===== src/design/bba_pkg.sv =====
// Shared constants and controller/datapath interface types for the buddy allocator.
package bba_pkg;

  localparam int DEF_LEVELS = 10;

  localparam logic OP_ALLOC = 1'b0;
  localparam logic OP_FREE  = 1'b1;

  localparam logic [1:0] ST_OK       = 2'd0;
  localparam logic [1:0] ST_NO_BLOCK = 2'd1;
  localparam logic [1:0] ST_BAD_SIZE = 2'd2;
  localparam logic [1:0] ST_BAD_ADDR = 2'd3;

  localparam logic [2:0] WM_NONE    = 3'd0;
  localparam logic [2:0] WM_CLR_I   = 3'd1;
  localparam logic [2:0] WM_SET_I1  = 3'd2;
  localparam logic [2:0] WM_CLR_BUD = 3'd3;
  localparam logic [2:0] WM_SET_I   = 3'd4;

  typedef struct packed {
    logic       load;
    logic       sweep;
    logic       a_init;
    logic       next_row;
    logic       next_lvl;
    logic       take;
    logic       split;
    logic       merge_init;
    logic       merge_step;
    logic [2:0] wmode;
    logic       rec_wr;
    logic       rec_clr;
    logic       res;
    logic [1:0] res_status;
  } dp_cmd_t;

  typedef struct packed {
    logic sweep_done;
    logic bad_size;
    logic row_hit;
    logic last_row;
    logic d_zero;
    logic need_split;
    logic free_bad;
    logic buddy_free;
  } dp_sts_t;

endpackage


===== src/design/bba_ctrl.sv =====
// Controller: sequences clearing, level search, splitting and merging.
module bba_ctrl (
  input  logic             clk,
  input  logic             rst_n,
  input  logic             start,
  input  logic             op_in,
  input  bba_pkg::dp_sts_t sts,
  output bba_pkg::dp_cmd_t cmd,
  output logic             busy
);
  import bba_pkg::*;

  localparam logic [3:0] S_CLR       = 4'd0;
  localparam logic [3:0] S_IDLE      = 4'd1;
  localparam logic [3:0] S_A_INIT    = 4'd2;
  localparam logic [3:0] S_A_RD      = 4'd3;
  localparam logic [3:0] S_A_CHK     = 4'd4;
  localparam logic [3:0] S_A_TAKE    = 4'd5;
  localparam logic [3:0] S_A_SPL_RD  = 4'd6;
  localparam logic [3:0] S_A_SPL_WR  = 4'd7;
  localparam logic [3:0] S_A_REC     = 4'd8;
  localparam logic [3:0] S_F_RD      = 4'd9;
  localparam logic [3:0] S_F_CHK     = 4'd10;
  localparam logic [3:0] S_F_MRG_RD  = 4'd11;
  localparam logic [3:0] S_F_MRG_CHK = 4'd12;

  logic [3:0] state_r, state_nxt;

  always_comb begin
    cmd       = '0;
    state_nxt = state_r;
    unique case (state_r)
      S_CLR: begin
        if (sts.sweep_done) begin
          state_nxt = S_IDLE;
        end else begin
          cmd.sweep = 1'b1;
        end
      end
      S_IDLE: begin
        if (start) begin
          cmd.load  = 1'b1;
          state_nxt = (op_in == OP_FREE) ? S_F_RD : S_A_INIT;
        end
      end
      S_A_INIT: begin
        if (sts.bad_size) begin
          cmd.res        = 1'b1;
          cmd.res_status = ST_BAD_SIZE;
          state_nxt      = S_IDLE;
        end else begin
          cmd.a_init = 1'b1;
          state_nxt  = S_A_RD;
        end
      end
      S_A_RD: state_nxt = S_A_CHK;
      S_A_CHK: begin
        if (sts.row_hit) begin
          cmd.take  = 1'b1;
          state_nxt = S_A_TAKE;
        end else if (!sts.last_row) begin
          cmd.next_row = 1'b1;
          state_nxt    = S_A_RD;
        end else if (!sts.d_zero) begin
          cmd.next_lvl = 1'b1;
          state_nxt    = S_A_RD;
        end else begin
          cmd.res        = 1'b1;
          cmd.res_status = ST_NO_BLOCK;
          state_nxt      = S_IDLE;
        end
      end
      S_A_TAKE, S_A_SPL_WR: begin
        cmd.wmode = (state_r == S_A_TAKE) ? WM_CLR_I : WM_SET_I1;
        if (sts.need_split) begin
          cmd.split = 1'b1;
          state_nxt = S_A_SPL_RD;
        end else begin
          state_nxt = S_A_REC;
        end
      end
      S_A_SPL_RD: state_nxt = S_A_SPL_WR;
      S_A_REC: begin
        cmd.rec_wr     = 1'b1;
        cmd.res        = 1'b1;
        cmd.res_status = ST_OK;
        state_nxt      = S_IDLE;
      end
      S_F_RD: state_nxt = S_F_CHK;
      S_F_CHK: begin
        if (sts.free_bad) begin
          cmd.res        = 1'b1;
          cmd.res_status = ST_BAD_ADDR;
          state_nxt      = S_IDLE;
        end else begin
          cmd.rec_clr    = 1'b1;
          cmd.merge_init = 1'b1;
          state_nxt      = S_F_MRG_RD;
        end
      end
      S_F_MRG_RD: state_nxt = S_F_MRG_CHK;
      S_F_MRG_CHK: begin
        if (!sts.d_zero && sts.buddy_free) begin
          cmd.wmode      = WM_CLR_BUD;
          cmd.merge_step = 1'b1;
          state_nxt      = S_F_MRG_RD;
        end else begin
          cmd.wmode      = WM_SET_I;
          cmd.res        = 1'b1;
          cmd.res_status = ST_OK;
          state_nxt      = S_IDLE;
        end
      end
      default: state_nxt = S_IDLE;
    endcase
  end

  always_ff @(posedge clk) begin
    if (!rst_n) begin
      state_r <= S_CLR;
    end else begin
      state_r <= state_nxt;
    end
  end

  assign busy = (state_r != S_IDLE);

`ifndef NO_ASSERTIONS
  a_accept_busy: assert property (@(posedge clk) disable iff (!rst_n)
    (start && !busy) |=> busy)
    else $error("accepted beat did not raise busy");
  a_res_idle: assert property (@(posedge clk) disable iff (!rst_n)
    cmd.res |=> (state_r == S_IDLE))
    else $error("result issued without returning to idle");
  a_clr_quiet: assert property (@(posedge clk) disable iff (!rst_n)
    (state_r == S_CLR) |-> (!cmd.res && !cmd.load))
    else $error("activity during clearing pass");
  a_no_sweep_busy: assert property (@(posedge clk) disable iff (!rst_n)
    cmd.sweep |-> (cmd.wmode == WM_NONE && !cmd.rec_wr && !cmd.rec_clr))
    else $error("memory write collides with clearing pass");
`endif

endmodule


===== config.mk =====
export PLATFORM = sky130hd
export DESIGN_NAME = bba_ctrl
export DESIGN_NICKNAME = d
export VERILOG_FILES = /design/src/design/bba_pkg.sv /design/src/design/bba_ctrl.sv
export SDC_FILE = /design/constraint.sdc
export NUM_CORES = 1
export LEC_CHECK = 0
export ABC_CLOCK_PERIOD_IN_PS = 2400
export BUFFER_PORTS_ARGS = -buffer_cell sky130_fd_sc_hd__buf_4
export CAP_MARGIN = 20
export CORE_AREA = 2 2 39 41
export DETAILED_ROUTE_END_ITERATION = 10
export DIE_AREA = 0 0 41 43
export GPL_ROUTABILITY_DRIVEN = 1
export PLACE_DENSITY = 0.78
export SLEW_MARGIN = 5
export SYNTH_ARGS = -nofsm -noshare
export SYNTH_HDL_FRONTEND = slang
export SYNTH_SLANG_ARGS = --single-unit

===== constraint.sdc =====
create_clock -name clk -period 2.4 [get_ports clk]
set_input_delay 0.24 -clock clk [delete_from_list [all_inputs] [get_ports clk]]
set_output_delay 0.24 -clock clk [all_outputs]
set_load 0.05 [all_outputs]

* Yosys cells after proc, flatten, opt, wreduce, memory -nomap -nowiden
Cells that the tools add are included.
Storage, ports and cells: logic and storage cells 61, register bits 4
Cells by class: reduce and logical (&&, ||, !) cells 5, muxes and demuxes 40, eq/ne operators 15
Operators by type and width (number):
- 4-bit one-hot mux with 11 select lines | 1
- 4-bit 2-to-1 mux | 8
- 3-bit 2-to-1 mux | 8
- 4-bit equality test, second input constant | 5
- 1-bit 2-to-1 mux | 17
- 4-bit by 3-bit equality test with 1-bit output, second input constant | 4
- 3-bit one-hot mux with 5 select lines | 1
- 4-bit by 2-bit equality test with 1-bit output, second input constant | 2
- 2-bit 2-to-1 mux | 4
- 3-bit one-hot mux with 2 select lines | 1
- 4-bit by 1-bit equality test with 1-bit output, second input constant | 1
- 4-bit zero test | 1
- 2-bit inequality test, second input constant | 2
- 4-bit by 1-bit inequality test with 1-bit output, second input constant | 1
- 2-bit AND reduction | 1
- 2-bit OR reduction | 1
- 1-bit logical AND | 1
- 1-bit zero test | 1

* Longest topological paths before layout
depth after elaboration 4, depth in mapped cells 5

* Worst setup path before layout
Ideal clock, no wire load.
path kind register -> output, start point register state_r[1], end point output cmd[13] (netlist bit), arrival 2.151 ns, setup slack 0.009 ns, stages on the path, launching flop included 3, cells stage by stage dfxtp_1 -> or2b_4 -> nor4_1
RTL lines:
- start, declared | line bba_ctrl.sv:27 | logic [3:0] state_r, state_nxt;
- start signal, assigned | line bba_ctrl.sv:122 | state_r <= state_nxt;
- end, declared | line bba_ctrl.sv:8 | output bba_pkg::dp_cmd_t cmd,

==> results.cfg <==
[status]
run_status = finished clean

[grt]
overflow = 0
grt_pass1_wl_mm = 2.55
grt_usage_pct = 20.8
grt_max_degree = 15
antenna_found_initial = 0
grt_pass1_vias = 590

[finish]
finish.utilization_pct = 52.9
largest_reg_flops = 4
reg_top3 = state_r (4)
multi_input_area_um2 = 380
register_area_um2 = 80.1
fin_nets = 115
antenna_cells = 0
n_fill_cell = 147
regMostFlops = state_r
drive_gt1_share_pct = 35.6
area_delta_synth_final_pct = 43.7

[clock_tree]
cts_buffers = 3
h-tree-depth = 1
clkSinkCount = 4
holdBufCountCts = 0
clkLatencyLatePin_ps = 230
clock_path_buffers = 2
path_clk_slew_ps = 40
postCtsResizedCells = 0
post-cts-setup-buffers = 0
cts_tree = done
clock_tree.root_cell = clkbuf_4

[pwr]
ir_drop_uv = 178
p_leak_nw = 0.322
pwr_density_cell_nw_per_um2 = 324

[synth]
synthCells = 75
synth_top_area_share_pct = 15.7
yosys-top-cells-area = dfxtp_1, nor3_1, nor2b_1, nand2_1, nor2_1
synthesis.area_um2 = 509
yosysTopAreaCell = dfxtp_1
synth_cell_types = 33
syn-num-nets = 87
ys_ff_latch = 4
syn_area_per_cell_um2 = 6.79
yosys_warnings = 0
yosysSeqAreaShare_pct = 15.7

[sta]
hold_viol = 0
skew_ps = 5.50
finalSetupViolCount = 0
maxSlewHeadroom_pct = 68.7
max_freq_mhz = 480
rsz0062_at_grt = no
max_slew.worst_pin.slew_ps = 468
final.setup.tns_ps = 0
finalCritPeriodShare_pct = 86.9
drv_slew = 0
period_needed_ps = 2080

[setup_path]
critical_path_class = register to output pin
reg2regPathDepth = 4
critPathRequiredTime_ps = 2160
critPathSlowestCell = dfxtp_1
worstSetupEndpointType = output pin
worstPathArrival_ps = 1840
crit_path_start_kind = register
critPathMaxStageDelay_ps = 520
cp_max_fo = 12
path_cells = or2b_4, nor3_4, a32o_1, o21bai_1, buf_4

[route]
via_per_inst = 5.60
ant_nets = 0
drtPass1Iterations = 4
drt_iter0_markers = 21
wirelength_mm = 1.51
dr_total_vias = 655
drc = 0
avgRoutedWirePerCell_um = 12.9

[hold_path]
hold_depth = 2
hold_class = input port to register

[die]
initial_utilization_pct = 36.8
ios = 30
die_y_um = 43
dieArea_um2 = 1760
die_w_um = 41
core-area_um2 = 1380
num_rows = 14

[job]
cap_violations = 0

[placement]
portBuffers = 29
gp_congestion = 0.841
hpwlAfterDp_mm = 1.17
power breakdown:
part           internal [W]  switching, W
clock network     0.0000559     0.0000267
logic             0.0000327     0.0000462
registers         0.0000690    0.00000665
stage by stage:
step / hold slack (ps) / std cells / total power, W / instance area (um^2) / worst slack [ps]
global route: 265 / 117 / 0.000254 / 732 / 190
detailed placement: 487 / 114 / 0.000155 / 709 / 589
finish: 242 / 117 / 0.000237 / 732 / 316
CTS: 244 / 117 / 0.000239 / 732 / 333
floorplan: 368 / 75 / 0.000124 / 509 / 8.64
global placement: 476 / 114 / 0.000154 / 709 / 623
kinds of logic after synthesis:
kind of cell	synth area share [%]
buffers and inverters	9.58
AO/OA/AOI/OAI	24.6
AND/OR/NAND/NOR	48.2
multiplexers	1.97
flip-flops	15.7
area by class of cell:
type,instances,area share [%]
Timing Repair Buffer,29,29.7
Tap cell,16,2.74
Clock buffer,3,3.08
Inverter,3,1.54
Sequential cell,4,10.9
Multi-Input combinational cell,62,52.0
worst max-delay path: cells and delay by family, from the launching register on:
| kind | cells | cell delay, ps |
|---|---|---|
| AOI/OAI and AO/OA | 2 | 320 |
| buffers and inverters | 1 | 210 |
| DFF | 1 | 520 |
| and+or+nand+nor | 2 | 560 |
synthesized netlist by cell type (all sizes together):
cell	count
a211oi	1
a21oi	4
a221o	1
a22oi	2
a31oi	1
a32o	1
and3	2
and3b	1
buf	5
clkbuf	1
dfxtp	4
inv	3
mux2i	1
nand2	8
nand2b	3
nand3	1
nor2	8
nor2b	5
nor3	9
nor3b	2
nor4	1
o211ai	3
o21ai	2
o21bai	1
o22ai	1
o311a	1
or2	2
or2b	1
per-layer routing:
layer | vias to the layer above | track usage [%] | part of all wire [%]
li1 | 325 | - | -
met1 | 302 | 27.4 | 43
met2 | 26 | 31.3 | 50
met3 | 2 | 3.66 | 5.9
met4 | 0 | 10.0 | 0.99
met5 | - | 0 | 0
worst paths after layout:
path,endpoint,slack [ps],startpoint
worst max register to register,state_r[1],980,state_r[2]
worst min-delay path,state_r[2],240,rst_n
worst min register to register,state_r[3],680,state_r[0]
worst max-delay path,cmd[2],320,state_r[2]
cell usage in the layout, fill, tap and decap left out, drive strengths merged, types with 2 or more instances in the layout:
cell type	netlist	layout
or2	2	2
nand2b	3	3
buf	5	29
nor3	9	9
a21oi	4	4
o21ai	2	2
dfxtp	4	4
nor2	8	8
o211ai	3	3
clkbuf	1	3
inv	3	3
nor3b	2	2
nand2	8	8
nor2b	5	5
a22oi	2	2
and3	2	2
No activity file was read; power rests on OpenSTA's default activity.
